`src/sv/fbpa_pkg.sv`:
```
// Shared types and constants of the fixed block pool allocator.
`default_nettype none

package fbpa_pkg;

    localparam int GRP_W  = 8;
    localparam int GRP_SH = 3;
    localparam int CFG_W  = 7;
    localparam int SLOT_W = 6;

    typedef enum logic [1:0] {
        ST_GRANTED  = 2'd0,
        ST_OVERFLOW = 2'd1,
        ST_FREED    = 2'd2,
        ST_IGNORED  = 2'd3
    } t_status;

    typedef enum logic {
        OP_ALLOC = 1'b0,
        OP_FREE  = 1'b1
    } t_op;

endpackage

`default_nettype wire

```
`src/sv/fixed_block_pool_allocator_top.sv`:
```
// Fixed block pool allocator: rotating ring of bitmap cells and a request sequencer.
// The ring turns one 8-slot group a cycle past the head cell; it has NC = ceil(NUM_SLOTS/8) cells.
// Throughput: one request in flight; a new one is taken once the result is registered.
// Reset (synchronous, active low): all slots free, hint zero, pool size 64.
`default_nettype none

module fixed_block_pool_allocator_top #(
    parameter int NUM_SLOTS = 64
) (
    input  wire logic                        i_clk,
    input  wire logic                        i_rst_n,
    input  wire logic                        i_in_valid,
    output logic                             o_in_ready,
    input  wire logic                        i_op,
    input  wire logic [fbpa_pkg::SLOT_W-1:0] i_slot,
    input  wire logic                        i_from_overflow,
    output logic                             o_out_valid,
    input  wire logic                        i_out_ready,
    output logic      [1:0]                  o_status,
    output logic      [fbpa_pkg::SLOT_W-1:0] o_granted_slot,
    input  wire logic                        i_cfg_valid,
    output logic                             o_cfg_ready,
    input  wire logic [fbpa_pkg::CFG_W-1:0]  i_cfg_data
);
    import fbpa_pkg::*;

    localparam int NC   = (NUM_SLOTS + GRP_W - 1) / GRP_W;
    localparam int GIW  = (NC > 1) ? $clog2(NC) : 1;
    localparam int SW   = $clog2(NUM_SLOTS);
    localparam int HW   = SW + 1;
    localparam int CW0  = (HW > CFG_W) ? HW : CFG_W;
    localparam int CW1  = (GIW + GRP_SH > SLOT_W + 1) ? GIW + GRP_SH : SLOT_W + 1;
    localparam int CW   = (CW0 > CW1) ? CW0 : CW1;

    typedef enum logic {
        S_IDLE,
        S_SEEK
    } t_state;

    t_state              r_state, n_state;
    logic                r_op;
    logic [SLOT_W-1:0]   r_slot;
    logic                r_ovf;
    logic [GIW-1:0]      r_tgt, n_tgt;
    logic [HW-1:0]       r_hint, n_hint;
    logic [GIW-1:0]      r_head_grp;
    logic [CFG_W-1:0]    r_pool;
    logic                r_out_valid;
    t_status             r_status;
    logic [SLOT_W-1:0]   r_granted;

    logic [GRP_W-1:0]    w_word [NC];
    logic [GRP_W-1:0]    w_head_new;
    logic                w_accept;
    logic                w_out_free;
    logic [CW-1:0]       w_limit;
    logic [CW-1:0]       w_pool_ext;
    logic [CW-1:0]       w_slot_ext;
    logic [CW-1:0]       w_hint_ext;
    logic [CW-1:0]       w_in_slot_ext;
    logic [CW-1:0]       w_base;
    logic [CW-1:0]       w_next_base;
    logic [CW-1:0]       w_pos;
    logic                w_at_head;
    logic                w_found;
    logic [GRP_SH-1:0]   w_fpos;
    logic [GRP_SH-1:0]   w_bit;
    logic                w_done;
    t_status             w_status;
    logic [CW-1:0]       w_gidx;

    // bitmap ring: head is cell 0, the head group returns at the tail
    for (genvar k = 0; k < NC; k++) begin : g_cell
        if (k == NC - 1) begin : g_tail
            fbpa_cell u_cell (
                .i_clk   (i_clk),
                .i_rst_n (i_rst_n),
                .i_word  (w_head_new),
                .o_word  (w_word[k])
            );
        end else begin : g_body
            fbpa_cell u_cell (
                .i_clk   (i_clk),
                .i_rst_n (i_rst_n),
                .i_word  (w_word[k+1]),
                .o_word  (w_word[k])
            );
        end
    end

    assign o_in_ready  = (r_state == S_IDLE);
    assign o_cfg_ready = 1'b1;
    assign w_accept    = i_in_valid && o_in_ready;
    assign w_out_free  = !r_out_valid || i_out_ready;

    assign w_pool_ext    = CW'(r_pool);
    assign w_limit       = (w_pool_ext > CW'(NUM_SLOTS)) ? CW'(NUM_SLOTS) : w_pool_ext;
    assign w_slot_ext    = CW'(r_slot);
    assign w_hint_ext    = CW'(r_hint);
    assign w_in_slot_ext = CW'(i_slot);
    assign w_base        = CW'({r_tgt, GRP_SH'(0)});
    assign w_next_base   = w_base + CW'(GRP_W);
    assign w_at_head     = (r_head_grp == r_tgt);
    assign w_bit         = r_slot[GRP_SH-1:0];

    // lowest free slot of the head group inside [hint, limit)
    always_comb begin
        w_found = 1'b0;
        w_fpos  = '0;
        w_pos   = '0;
        for (int p = GRP_W - 1; p >= 0; p--) begin
            w_pos = w_base + CW'(p);
            if (!w_word[0][p] && (w_pos >= w_hint_ext) && (w_pos < w_limit)) begin
                w_found = 1'b1;
                w_fpos  = GRP_SH'(p);
            end
        end
    end

    always_comb begin
        n_state    = r_state;
        n_tgt      = r_tgt;
        n_hint     = r_hint;
        w_done     = 1'b0;
        w_status   = ST_IGNORED;
        w_gidx     = '0;
        w_head_new = w_word[0];
        if (r_state == S_SEEK && w_out_free) begin
            if (r_op == OP_FREE) begin
                priority if (r_ovf) begin
                    w_done   = 1'b1;
                    w_status = ST_FREED;
                end else if (w_slot_ext >= CW'(NUM_SLOTS)) begin
                    w_done   = 1'b1;
                    w_status = ST_IGNORED;
                end else if (w_at_head) begin
                    w_done = 1'b1;
                    if (w_word[0][w_bit]) begin
                        w_head_new[w_bit] = 1'b0;
                        w_status          = ST_FREED;
                        if (w_hint_ext > w_slot_ext) begin
                            n_hint = HW'(w_slot_ext);
                        end
                    end else begin
                        w_status = ST_IGNORED;
                    end
                end else begin
                    n_tgt = r_tgt;
                end
            end else begin
                priority if (w_hint_ext >= w_limit) begin
                    w_done   = 1'b1;
                    w_status = ST_OVERFLOW;
                end else if (w_at_head) begin
                    priority if (w_found) begin
                        w_head_new[w_fpos] = 1'b1;
                        w_done             = 1'b1;
                        w_status           = ST_GRANTED;
                        w_gidx             = w_base + CW'(w_fpos);
                        n_hint             = HW'(w_gidx + CW'(1));
                    end else if (w_next_base >= w_limit) begin
                        w_done   = 1'b1;
                        w_status = ST_OVERFLOW;
                    end else begin
                        n_tgt = r_tgt + GIW'(1);
                    end
                end else begin
                    n_tgt = r_tgt;
                end
            end
            if (w_done) begin
                n_state = S_IDLE;
            end
        end else if (w_accept) begin
            n_state = S_SEEK;
            if (i_op == OP_FREE) begin
                n_tgt = w_in_slot_ext[GIW+GRP_SH-1:GRP_SH];
            end else begin
                n_tgt = w_hint_ext[GIW+GRP_SH-1:GRP_SH];
            end
        end
    end

    always_ff @(posedge i_clk) begin
        if (!i_rst_n) begin
            r_state     <= S_IDLE;
            r_hint      <= '0;
            r_head_grp  <= '0;
            r_pool      <= CFG_W'(64);
            r_out_valid <= 1'b0;
            r_tgt       <= '0;
        end else begin
            r_state <= n_state;
            r_hint  <= n_hint;
            r_tgt   <= n_tgt;
            if (r_head_grp == GIW'(NC - 1)) begin
                r_head_grp <= '0;
            end else begin
                r_head_grp <= r_head_grp + GIW'(1);
            end
            if (i_cfg_valid) begin
                r_pool <= i_cfg_data;
            end
            if (w_accept) begin
                r_op   <= i_op;
                r_slot <= i_slot;
                r_ovf  <= i_from_overflow;
            end
            if (w_done) begin
                r_out_valid <= 1'b1;
                r_status    <= w_status;
                r_granted   <= w_gidx[SLOT_W-1:0];
            end else if (i_out_ready) begin
                r_out_valid <= 1'b0;
            end
        end
    end

    assign o_out_valid    = r_out_valid;
    assign o_status       = r_status;
    assign o_granted_slot = r_granted;

    a_busy_after_accept: assert property (@(posedge i_clk) disable iff (!i_rst_n)
        w_accept |=> !o_in_ready)
        else $error("input taken while a request is in flight");

    a_hint_bound: assert property (@(posedge i_clk) disable iff (!i_rst_n)
        CW'(r_hint) <= CW'(NUM_SLOTS))
        else $error("search hint beyond pool");

    a_grant_in_pool: assert property (@(posedge i_clk) disable iff (!i_rst_n)
        (w_done && w_status == ST_GRANTED) |-> (w_gidx < w_limit))
        else $error("granted slot outside active pool");

    a_no_idx_otherwise: assert property (@(posedge i_clk) disable iff (!i_rst_n)
        (r_out_valid && r_status != ST_GRANTED) |-> (r_granted == '0))
        else $error("slot index on a non-grant result");

endmodule

`default_nettype wire

```
`src/sv/fbpa_cell.sv`:
```
// One cell of the rotating bitmap ring: holds the used bits of one slot group.
`default_nettype none

module fbpa_cell (
    input  wire logic                       i_clk,
    input  wire logic                       i_rst_n,
    input  wire logic [fbpa_pkg::GRP_W-1:0] i_word,
    output logic      [fbpa_pkg::GRP_W-1:0] o_word
);
    import fbpa_pkg::*;

    logic [GRP_W-1:0] r_word;

    always_ff @(posedge i_clk) begin
        if (!i_rst_n) begin
            r_word <= '0;
        end else begin
            r_word <= i_word;
        end
    end

    assign o_word = r_word;

endmodule

`default_nettype wire
```
`config.mk`:
```
export PLATFORM = sky130hd
export DESIGN_NAME = fixed_block_pool_allocator_top
export DESIGN_NICKNAME = d
export VERILOG_FILES = /design/src/sv/fbpa_pkg.sv /design/src/sv/fixed_block_pool_allocator_top.sv /design/src/sv/fbpa_cell.sv
export SDC_FILE = /design/constraint.sdc
export NUM_CORES = 1
export LEC_CHECK = 0
export ABC_AREA = 0
export BUFFER_PORTS_ARGS = -buffer_cell sky130_fd_sc_hd__buf_2
export CORE_MARGIN = 2
export CORE_UTILIZATION = 50
export CTS_CLUSTER_DIAMETER = 150
export DETAILED_ROUTE_END_ITERATION = 8
export GPL_TIMING_DRIVEN = 0
export PLACE_DENSITY = 0.72
export SLEW_MARGIN = 20
export SYNTH_ARGS = -nofsm -noshare
export SYNTH_HDL_FRONTEND = slang
export SYNTH_HIERARCHICAL = 1
export SYNTH_SLANG_ARGS = --single-unit
```
`constraint.sdc`:
```
create_clock -name i_clk -period 10.2 [get_ports i_clk]
set_input_delay 0.51 -clock i_clk [delete_from_list [all_inputs] [get_ports i_clk]]
set_output_delay 0.51 -clock i_clk [all_outputs]
set_load 0.02 [all_outputs]
```
## Yosys cells after proc, flatten, opt, wreduce, memory -nomap -nowiden

Index checks and enable logic that the tools add are counted.
W data, S select, Z words.

- $add $sub $neg: 12
- Order comparisons: 25
- Equal/unequal tests: 13
- Muxes and demuxes: 73
- Bitwise operators: 8
- Reduce and logical (&&, ||, !) cells: 42

Operators with widths:

| kind | number |
|---|---|
| $mux W8 | 9 |
| $mux W7 | 10 |
| $ge A7 B7 Y1 | 9 |
| $lt A7 B7 Y1 | 7 |
| $mux W3 | 16 |
| $mux W1 | 30 |
| $add A6 B3 Y7 const B | 4 |
| $logic_and A1 B1 Y1 | 20 |
| $ne A2 B2 Y1 const B | 8 |
| $add A6 B2 Y7 const B | 2 |
| $mux W2 | 5 |
| $reduce_bool A2 Y1 | 5 |
| $logic_not A1 Y1 | 9 |
| $reduce_and A9 Y1 | 1 |
| $and A8 B8 Y8 | 1 |
| $lt A3 B4 Y1 const B | 2 |
| $not A8 Y8 | 1 |
| $or A8 B8 Y8 | 1 |
| $add A6 B1 Y7 const B | 1 |
| $add A6 B3 Y7 | 1 |
| $add A6 B4 Y7 const B | 1 |
| $add A7 B1 Y7 const B | 1 |
| $ge A6 B7 Y1 | 1 |
| $ge A6 B7 Y1 const B | 1 |
| 16 further kinds | 27 |

- Register bits after elaboration: 102
- Output and inout bits: 11
- Logic and storage cells: 192

## Longest topological paths before layout

Gate-level depths: netlist of run 1.

- Depth after elaboration: 22
- Gate-level depth with buffers: 17
- Mapped depth without buffers: 15

## Hierarchy

Netlist of run 1, hierarchy kept.

Modules (own cells, without submodules):

| module | instances | cells each | area each (um^2) | sequential area each (um^2) |
|---|---|---|---|---|
| fixed_block_pool_allocator_top | 1 | 331 | 2886.5 | 920.9 |
| fbpa_cell | 8 | 16 | 210.2 | 160.2 |

## Worst setup path before layout of run 1

Ideal clock, no wire load.

- Path kind: reg-to-reg
- Start: register r_pool[6]
- End: register r_granted[0], in the netlist o_granted_slot[0] (enable)
- Setup time: 0.370 ns
- Data arrival time: 2.955 ns
- Data required time: 9.830 ns
- Path slack: 6.875 ns
- Cell stages (with the launch flop): 13
- Period minus slack after synthesis: 3.325 ns
- Cells stage by stage: dfxtp_1 buf_6 clkinv_1 nand2_1 ha_1 a211o_1 and2_1 or4b_1 nand4b_1 or4_4 a41o_1 o21ai_0 nor2_1

- Word-level cells in the longest chain between the ends: 19
- Elaborated cells on any way between the ends: 36
- Classes of those cells: order compare: 11; mux: 16; reduce/logical: 9

Ends and longest elaborated chain:

| element | RTL line | text |
|---|---|---|
| from (decl) | fixed_block_pool_allocator_top.sv:47 | `logic [CFG_W-1:0] r_pool;` |
| from (signal assigned) | fixed_block_pool_allocator_top.sv:202 | `r_pool <= i_cfg_data;` |
| $gt A7 B7 Y1 | fixed_block_pool_allocator_top.sv:97 | `assign w_limit = (w_pool_ext > CW'(NUM_SLOTS)) ? CW'(NUM_SLOTS) : w_pool_ext;` |
| $mux W7 * | fixed_block_pool_allocator_top.sv:97 |  |
| $lt A7 B7 Y1 | fixed_block_pool_allocator_top.sv:113 | `if (!w_word[0][p] && (w_pos >= w_hint_ext) && (w_pos < w_limit)) begin` |
| $logic_and A1 B1 Y1 | fixed_block_pool_allocator_top.sv:113 |  |
| $mux W1 (8 in series) | fixed_block_pool_allocator_top.sv:113 |  |
| $mux W1 | fixed_block_pool_allocator_top.sv:155 | `priority if (w_found) begin` |
| $mux W1 | fixed_block_pool_allocator_top.sv:154 | `end else if (w_at_head) begin` |
| $mux W1 * | fixed_block_pool_allocator_top.sv:151 | `priority if (w_hint_ext >= w_limit) begin` |
| $mux W1 * | fixed_block_pool_allocator_top.sv:129 | `if (r_op == OP_FREE) begin` |
| $mux W1 * (2 in series) | fixed_block_pool_allocator_top.sv:128 | `if (r_state == S_SEEK && w_out_free) begin` |
| $reduce_and A2 Y1 (no source line) * | n/a |  |
| to (signal assigned) | fixed_block_pool_allocator_top.sv:212 | `r_granted <= w_gidx[SLOT_W-1:0];` |
| to (decl) | fixed_block_pool_allocator_top.sv:50 | `logic [SLOT_W-1:0] r_granted;` |

Mark *: on every way between the ends. The rest lies on a longest branch, timed or not. The select of a mux whose other input is x is not followed.
A chain may end at the register's enable or synchronous reset.

## Worst setup path in the final report of run 1

- Start: register r_tgt[0]
- End: register r_granted[5], in the netlist o_granted_slot[5] (enable)

- Word-level cells in the longest chain between the ends: 19
- Elaborated cells on any way between the ends: 61
- Classes of those cells: add/sub: 8; order compare: 17; eq/ne: 1; mux: 18; reduce/logical: 17

Ends and longest elaborated chain:

| element | RTL line | text |
|---|---|---|
| from (decl) | fixed_block_pool_allocator_top.sv:44 | `logic [GIW-1:0] r_tgt, n_tgt;` |
| from (signal assigned) | fixed_block_pool_allocator_top.sv:195 | `r_tgt <= n_tgt;` |
| $add A6 B3 Y7 | fixed_block_pool_allocator_top.sv:112 | `w_pos = w_base + CW'(p);` |
| $ge A7 B7 Y1 | fixed_block_pool_allocator_top.sv:113 |  |
| $logic_and A1 B1 Y1 (2 in series) | fixed_block_pool_allocator_top.sv:113 |  |
| $mux W1 (8 in series) | fixed_block_pool_allocator_top.sv:113 |  |
| $mux W1 | fixed_block_pool_allocator_top.sv:155 |  |
| $mux W1 | fixed_block_pool_allocator_top.sv:154 |  |
| $mux W1 | fixed_block_pool_allocator_top.sv:151 |  |
| $mux W1 * | fixed_block_pool_allocator_top.sv:129 |  |
| $mux W1 * (2 in series) | fixed_block_pool_allocator_top.sv:128 |  |
| $reduce_and A2 Y1 (no source line) * | n/a |  |

Marked as above.

==> results of run 1 <==
[flip-flops by register name (all words and copies together), names as in the netlist, 2 cells and up]
name and flops:
r_pool 7, r_slot 6, r_head_grp 3, g_cell.g_body.u_cell/o_word 56, g_cell.g_tail.u_cell/o_word 8, o_granted_slot 6
r_hint 7, o_status 2, r_tgt 3
[layer usage]
layer  wire [um]  part of all wire  track usage
met1        4540              0.47        0.286
met2        4270              0.44        0.300
met3         596             0.062       0.0443
met4         230             0.024       0.0927
met5           0                 0            0
[Yosys cell counts (3+ instances only)]
cell / n
or2_2: 3
and3_1: 3
nand4_1: 5
o31ai_1: 4
o221ai_1: 3
a31oi_1: 3
a211o_1: 3
nor2_1: 25
o21a_1: 4
a211oi_1: 4
o211ai_1: 7
a21oi_1: 18
nand2b_1: 5
clkbuf_1: 10
o22ai_1: 3
xnor2_1: 5
dfxtp_1: 86
nand3_1: 12
ha_1: 29
mux2i_1: 10
inv_1: 21
o21bai_1: 4
nand2_1: 27
o21ai_0: 24
nor2b_1: 4
and2_1: 69
nor3_1: 4
xor2_1: 3
edfxtp_1: 16
[power groups by stage]
| stage | registers (mW) | logic (mW) | clock network, mW |
|---|---|---|---|
| finish | 0.425 | 0.130 | 0.251 |
| global route | 0.426 | 0.145 | 0.273 |
| floorplan | 0.432 | 0.0924 | 0 |
| CTS | 0.424 | 0.128 | 0.259 |
| global placement | 0.433 | 0.125 | 0 |
| detailed placement | 0.434 | 0.127 | 0 |
[metrics by stage]
| step | util | cells | setup slack [ns] | hold slack (ns) |
|---|---|---|---|---|
| 3_5_place_dp | 0.550 | 595 | 6.25 | 0.417 |
| 4_1_cts | 0.571 | 611 | 6.23 | 0.293 |
| 6_report | 0.571 | 611 | 6.15 | 0.305 |
| 3_3_place_gp | 0.550 | 595 | 6.25 | 0.409 |
| 5_1_grt | 0.571 | 611 | 5.90 | 0.289 |
| 2_1_floorplan | - | 459 | 6.87 | 0.406 |
[layout by cell type (no fill, tap or decap), drive strengths merged, types with 3 or more instances in the layout]
master and count:
dfxtp 86, and2 69, buf 32, ha 29, nand2 27, nor2 26
o21ai 25, inv 23, clkbuf 22, a21oi 18, edfxtp 16, nand3 12
mux2i 10, o211ai 7, nand4 5, nand2b 5, xnor2 5, a211oi 5
o21bai 5, nor2b 4, o21a 4, nor3 4, o31ai 4, a211o 3
o221ai 3, and3 3, o22ai 3, or2 3, a31oi 3, xor2 3
clkinv 3
[kinds of logic after synthesis]
family,count (synthesis),share of synthesized area
compound gates,93,0.138
other cells,1,0.000821
simple gates,176,0.218
buf+inv,38,0.0345
flops,102,0.482
xor+xnor,8,0.0153
mux,12,0.0318
fa+ha+maj,29,0.0794
[layout make-up]
type,count,area (um^2),share of cell area
Multi-Input combinational cell,319,2210,0.439
Sequential cell,102,2200,0.438
Timing Repair Buffer,28,140,0.0278
Tap cell,108,135,0.0269
Clock buffer,11,131,0.0261
Inverter,23,86.3,0.0172
Buffer,15,71.3,0.0142
Clock inverter,5,57.6,0.0114
[worst paths after layout]
kind / to / cells after the start / slack [ns] / startpoint
worst min register to register: g_cell[4].g_body.u_cell/o_word[2] / 1 / 0.43 / g_cell[5].g_body.u_cell/o_word[2]
worst max register to register: o_granted_slot[5] / 11 / 6.15 / r_tgt[0]
worst min-delay path: r_ovf / 1 / 0.31 / i_from_overflow
worst max-delay path: o_granted_slot[5] / 11 / 6.15 / r_tgt[0]
==> results.py, run 1 <==
metrics = {
    "outcome": {
        "status": "finished, final reports clean",
    },
    "pwr": {
        "intPower_uw": 581,
        "irDropWorstVdd_v": 0.0000787,
        "power.share.clock": 0.312,
        "switching_share": 0.279,
        "p_switching_uw": 225,
        "powerDensity_nw_per_um2": 160,
        "power.total_uw": 806,
        "pwr-share-comb": 0.161,
        "power_frac_seq": 0.527,
        "p_leak_nw": 2.10,
    },
    "timing": {
        "layout_min_cycle_time_ns": 4.05,
        "finalMaxSlewViolations": 0,
        "fmax_mhz": 247,
        "finClkSkew_ns": 0.0128,
        "rsz0062_at_grt": "false",
        "hold_viol": 0,
        "tightestPinTransition_ns": 0.737,
        "fin_setup_tns_ns": 0,
        "finalSetupViolations": 0,
        "fin_crit_sh": 0.397,
        "relSlewSlack": 0.509,
    },
    "route": {
        "first_iter_violations": 219,
        "post_drt_wl_per_cell_um": 15.8,
        "first_pass_iters": 5,
        "finalWirelength_um": 9630,
        "via_per_inst": 5.66,
        "drc": 0,
        "vias": 3460,
        "postRouteAntennaNets": 0,
    },
    "placed_design": {
        "gp_congestion": 0.888,
        "placed_area_um2": 4840,
        "io_buffers": 28,
        "dp_hpwl_um": 7010,
    },
    "logic_synthesis": {
        "synth_seq_area_share": 0.482,
        "synth_top_area_share": 0.377,
        "synth_top_area_cell": "dfxtp_1",
        "netlist_instances": 459,
        "synth_ff_type": "dfxtp_1",
        "syn_nets": 508,
        "yosys-top-cells-area": "dfxtp_1 (38%), edfxtp_1 (11%), and2_1 (9.4%)",
        "synth_edf_count": 16,
        "yosysWarnings": 6,
        "synth_area_um2": 4570,
        "ys_ff_latch": 102,
        "synthDistinctLibCells": 63,
        "syn_area_per_cell_um2": 9.95,
        "async_flop_share": 0,
    },
    "grt": {
        "grt_pass1_vias": 3196,
        "grt_pass1_wl_um": 15600,
        "grt_util_all_layers": 0.203,
        "grt_max_degree": 66,
        "grt_overflow": 0,
        "grt_antenna_before_repair": 0,
    },
    "floorplan": {
        "die-area_um2": 9920,
        "fp.dieH_um": 99.6,
        "ios": 31,
        "floorplan.initialDensity": 0.519,
        "die_w_um": 99.6,
        "core_um2": 8810,
        "rows": 34,
    },
    "clock_tree": {
        "clk_pin_slew_ns": 0.10,
        "clkLatencyLatePin_ns": 0.37,
        "cts.sinks": 102,
        "clockRootBuffer": "clkbuf_8",
        "cts_buffers": 9,
        "clock_path_buffers": 2,
        "ctsResizeCount": 0,
        "htree_num_levels": 3,
        "cts_tree": "yes",
        "postCtsSetupRepairBufs": 0,
        "ctsHoldBuffers": 0,
    },
    "worst_setup_path": {
        "crit_arrival_ns": 4.12,
        "slowest_stage": "or4_4",
        "critPathMaxStageDelay_ns": 0.61,
        "end_kind": "register",
        "critical_path_peak_fanout": 8,
        "crit_buf_inv": 2,
        "crit_type": "reg -> reg",
        "worstPathRequired_ns": 10.27,
        "cp_cell_sequence": "clkbuf_1, inv_1, ha_1, nand4b_1, nor4_1, o211ai_1, nand3_1, or4_4, a41o_1, o21ai_0, nor2_1",
        "cp-start-kind": "register",
        "cp_top_family": "simple AND/OR/NAND/NOR gates",
    },
    "worst_hold_path": {
        "hp-class": "in -> reg",
    },
    "finish": {
        "drive_gt1_frac": 0.117,
        "design_area_um2": 5030,
        "num-nets-final": 547,
        "diodes": 0,
        "n_fill_cell": 777,
        "syn_to_final_growth_pct": 10.2,
    },
    "run": {
        "cap_violations": 0,
    },
}
Note: power is estimated with default switching activity, not from simulation.
==> run 2, diff against run 1 <==
Settings changed: ABC_AREA 0 to 1, PLACE_DENSITY 0.72 to 0.74.
Clock period 10.2 ns to 3.27 ns, I/O delays scaled along.
==> run 2 against run 1 <==
Effect of this change: routed wire length up 12%; synthesized area up 7.9%; design area up 13%; clock skew up 0.0036 ns; clock-buffer cell count down 2; die area up 7.5%; sequential share of layout area down 5.1 points; critical path type unchanged; global-route usage up 0.82 points; setup slack worse by 5.9 ns.
==> results.py, run 2 <==
metrics = {
    "finish": {
        "final_common_cell": "nand2_1",
        "diodes": 0,
        "multiInputGateArea_um2": 2260,
        "design_area_um2": 5710,
        "fin_util": 0.590,
        "final_cells": 830,
        "register_area_um2": 2210,
        "final_cell_mix": "nand2_1 (142), inv_1 (116), dfxtp_1 (83), nor2_1 (53), buf_2 (39)",
        "drive_gt1_frac": 0.174,
        "n_fill_cell": 884,
        "largest_reg_flops": 56,
        "syn_to_final_growth_pct": 15.9,
        "num-nets-final": 741,
    },
    "worst_setup_path": {
        "critical_path_peak_fanout": 8,
        "cp-start-kind": "register",
        "critPathMaxStageDelay_ns": 0.38,
        "ff2ff_setup_slack_ns": 0.22,
        "slowest_stage": "dfxtp_4",
        "worstReg2RegStart": "r_pool[1]",
        "r2r_cells": 20,
        "crit_arrival_ns": 3.13,
        "crit_type": "reg -> reg",
        "end_kind": "register",
        "timing.rr.end": "o_granted_slot[3]",
        "cp_cell_sequence": "nor2_2, nand3_1, nand2_2, nand2_2, ha_4, nand2_4, inv_2, nand2_1, nand2_4, nor2_1, nand3_2, nand2_4, inv_2, nand2_2, nor2_4, nand3_2, a21oi_1, o21ai_1, nand2_1, inv_2",
        "worstPathRequired_ns": 3.34,
    },
    "placed_design": {
        "placed_area_um2": 5240,
        "post-place-cells": 798,
        "pre_cts_ws_ns": -0.0234,
        "io_buffers": 29,
        "dp_hpwl_um": 8100,
        "gp_congestion": 0.856,
    },
    "timing": {
        "finClkSkew_ns": 0.0164,
        "tightestPinTransition_ns": 0.751,
        "fin_setup_tns_ns": 0,
        "relSlewSlack": 0.497,
        "layout_min_cycle_time_ns": 3.05,
        "fmax_mhz": 328,
        "hold_ws_ns": 0.0187,
        "layout_setup_ws_ns": 0.217,
        "hold_viol": 0,
        "finalSetupViolations": 0,
        "finalMaxSlewViolations": 0,
        "fin_crit_sh": 0.933,
    },
    "clock_tree": {
        "clkLatencyLatePin_ns": 0.37,
        "cts_tree": "yes",
        "clock_path_buffers": 2,
        "cts_buffers": 9,
        "clockRootBuffer": "clkbuf_8",
        "htree_num_levels": 3,
        "clk_pin_slew_ns": 0.12,
        "cts.sinks": 102,
    },
    "floorplan": {
        "floorplan.initialDensity": 0.509,
        "rows": 36,
        "ios": 31,
        "die-area_um2": 10700,
        "die_w_um": 103,
        "fp.dieH_um": 103,
        "core_um2": 9680,
    },
    "worst_hold_path": {
        "worstHoldEndpoint": "r_pool[5]",
        "min_path_cells": 3,
        "hold_start": "i_cfg_data[5]",
        "hp-class": "in -> reg",
    },
    "route": {
        "finalWirelength_um": 10800,
        "first_iter_violations": 288,
        "post_drt_wl_per_cell_um": 13.0,
        "vias": 4111,
        "first_pass_iters": 5,
        "drc": 0,
        "postRouteAntennaNets": 0,
        "via_per_inst": 4.95,
    },
    "pwr": {
        "irDropWorstVdd_v": 0.000368,
        "power.total_mw": 2.77,
        "p_leak_nw": 2.95,
        "powerDensity_nw_per_um2": 485,
    },
    "logic_synthesis": {
        "yosysMostFrequentCell": "nand2_1",
        "synth_seq_area_share": 0.447,
        "syn_area_per_cell_um2": 7.75,
        "synthTopCellsByCount": "nand2_1 (148), inv_1 (119), dfxtp_1 (86), nor2_1 (54), o21ai_0 (30)",
        "netlist_instances": 636,
        "synth_top_family_by_area": "simple AND/OR/NAND/NOR gates",
        "async_flop_share": 0,
        "synth_top_area_share": 0.349,
        "synthSimpleGateAreaFrac": 0.249,
        "synth_top_area_cell": "dfxtp_1",
        "synth_ff_type": "dfxtp_1",
        "synth_area_um2": 4930,
        "synth_xor_area_frac": 0.00711,
        "syn_nets": 685,
        "yosys-top-cells-area": "dfxtp_1 (35%), nand2_1 (11%), edfxtp_1 (9.8%)",
        "yosysWarnings": 6,
        "synthDistinctLibCells": 43,
        "synth_compound_area_frac": 0.106,
        "ys_ff_latch": 102,
        "synth_edf_count": 16,
        "synth_fa_ha_area_frac": 0.0736,
        "synth.area.mux_share": 0.00406,
    },
    "grt": {
        "grt_pass1_vias": 3700,
        "grt_antenna_before_repair": 0,
        "grt_max_degree": 21,
        "grt_overflow": 0,
        "grt_util_all_layers": 0.212,
        "grt_pass1_wl_um": 17200,
    },
    "outcome": {
        "status": "finished, final reports clean",
    },
    "run": {
        "cap_violations": 0,
    },
}
run 2: cell types whose count changed after synthesis, sizes merged, moves of 5 or more:
cell | before | now
nor2 | 26 | 64
clkbuf | 11 | 1
nand2 | 27 | 158
nand3 | 12 | 25
inv | 21 | 127
nand4 | 5 | 11
mux2i | 10 | 2
nand2b | 5 | 0
and2 | 69 | 0
o21bai | 5 | 0
a21oi | 18 | 26
o21ai | 25 | 40
buf | 4 | 13
run 2: cells by family after synthesis:
group / after synthesis
and+or+nand+nor: 270
xor gates and xnor gates: 4
AOI/OAI and AO/OA: 87
buffers and inverters: 141
other: 1
adders and majority gates: 29
DFF: 102
muxes: 2
run 2: cell type report:
type                       instances  area share
buffer                            14      0.0140
clock buffer                       9      0.0217
clock inverter                     7      0.0171
inverter                         127      0.0846
multi-input combinational        393       0.395
sequential                       102       0.387
tap                              133      0.0291
timing repair buffer              45      0.0513
run 2: worst max path at each step:
stage / from / to / cells past startpoint
finish: r_pool[1] / o_granted_slot[3] / 20
CTS: r_pool[1] / r_hint[4] / 25
global placement: r_pool[1] / r_hint[4] / 26
global route: r_pool[1] / r_hint[4] / 26
detailed placement: r_pool[1] / r_hint[4] / 26
floorplan: r_pool[1] / r_hint[4] / 26
run 2: worst max-delay path: cells and delay by family (launching register included):
family / cells / cell delay [ns]
buffers and inverters: 3 / 0.23
AO/OA/AOI/OAI: 2 / 0.32
adder cells (fa/ha/maj): 1 / 0.24
flip-flops: 1 / 0.38
AND/OR/NAND/NOR: 14 / 1.58
run 2: what timing repair did:
item,CTS,global route
endpoints found under the setup margin,1,11
hold buffers,11,0
hold endpoints to repair,11,0
gates resized for setup,4,25
setup buffers,0,5
pin swaps,0,3
run 2: power by group:
group	total (mW)	switching, mW	leakage, nW	internal, mW
Clock	0.863	0.483	0.113	0.381
Combinational	0.573	0.369	2.00	0.204
Sequential	1.33	0.0293	0.844	1.30
Total	2.77	0.881	2.95	1.89
run 2: routing by layer:
| layer | GRT usage | routed length, um | share of wire |
|---|---|---|---|
| met1 | 0.291 | 5060 | 0.47 |
| met2 | 0.332 | 4770 | 0.44 |
| met3 | 0.0437 | 796 | 0.074 |
| met4 | 0.0759 | 142 | 0.013 |
| met5 | 0 | 0 | 0 |
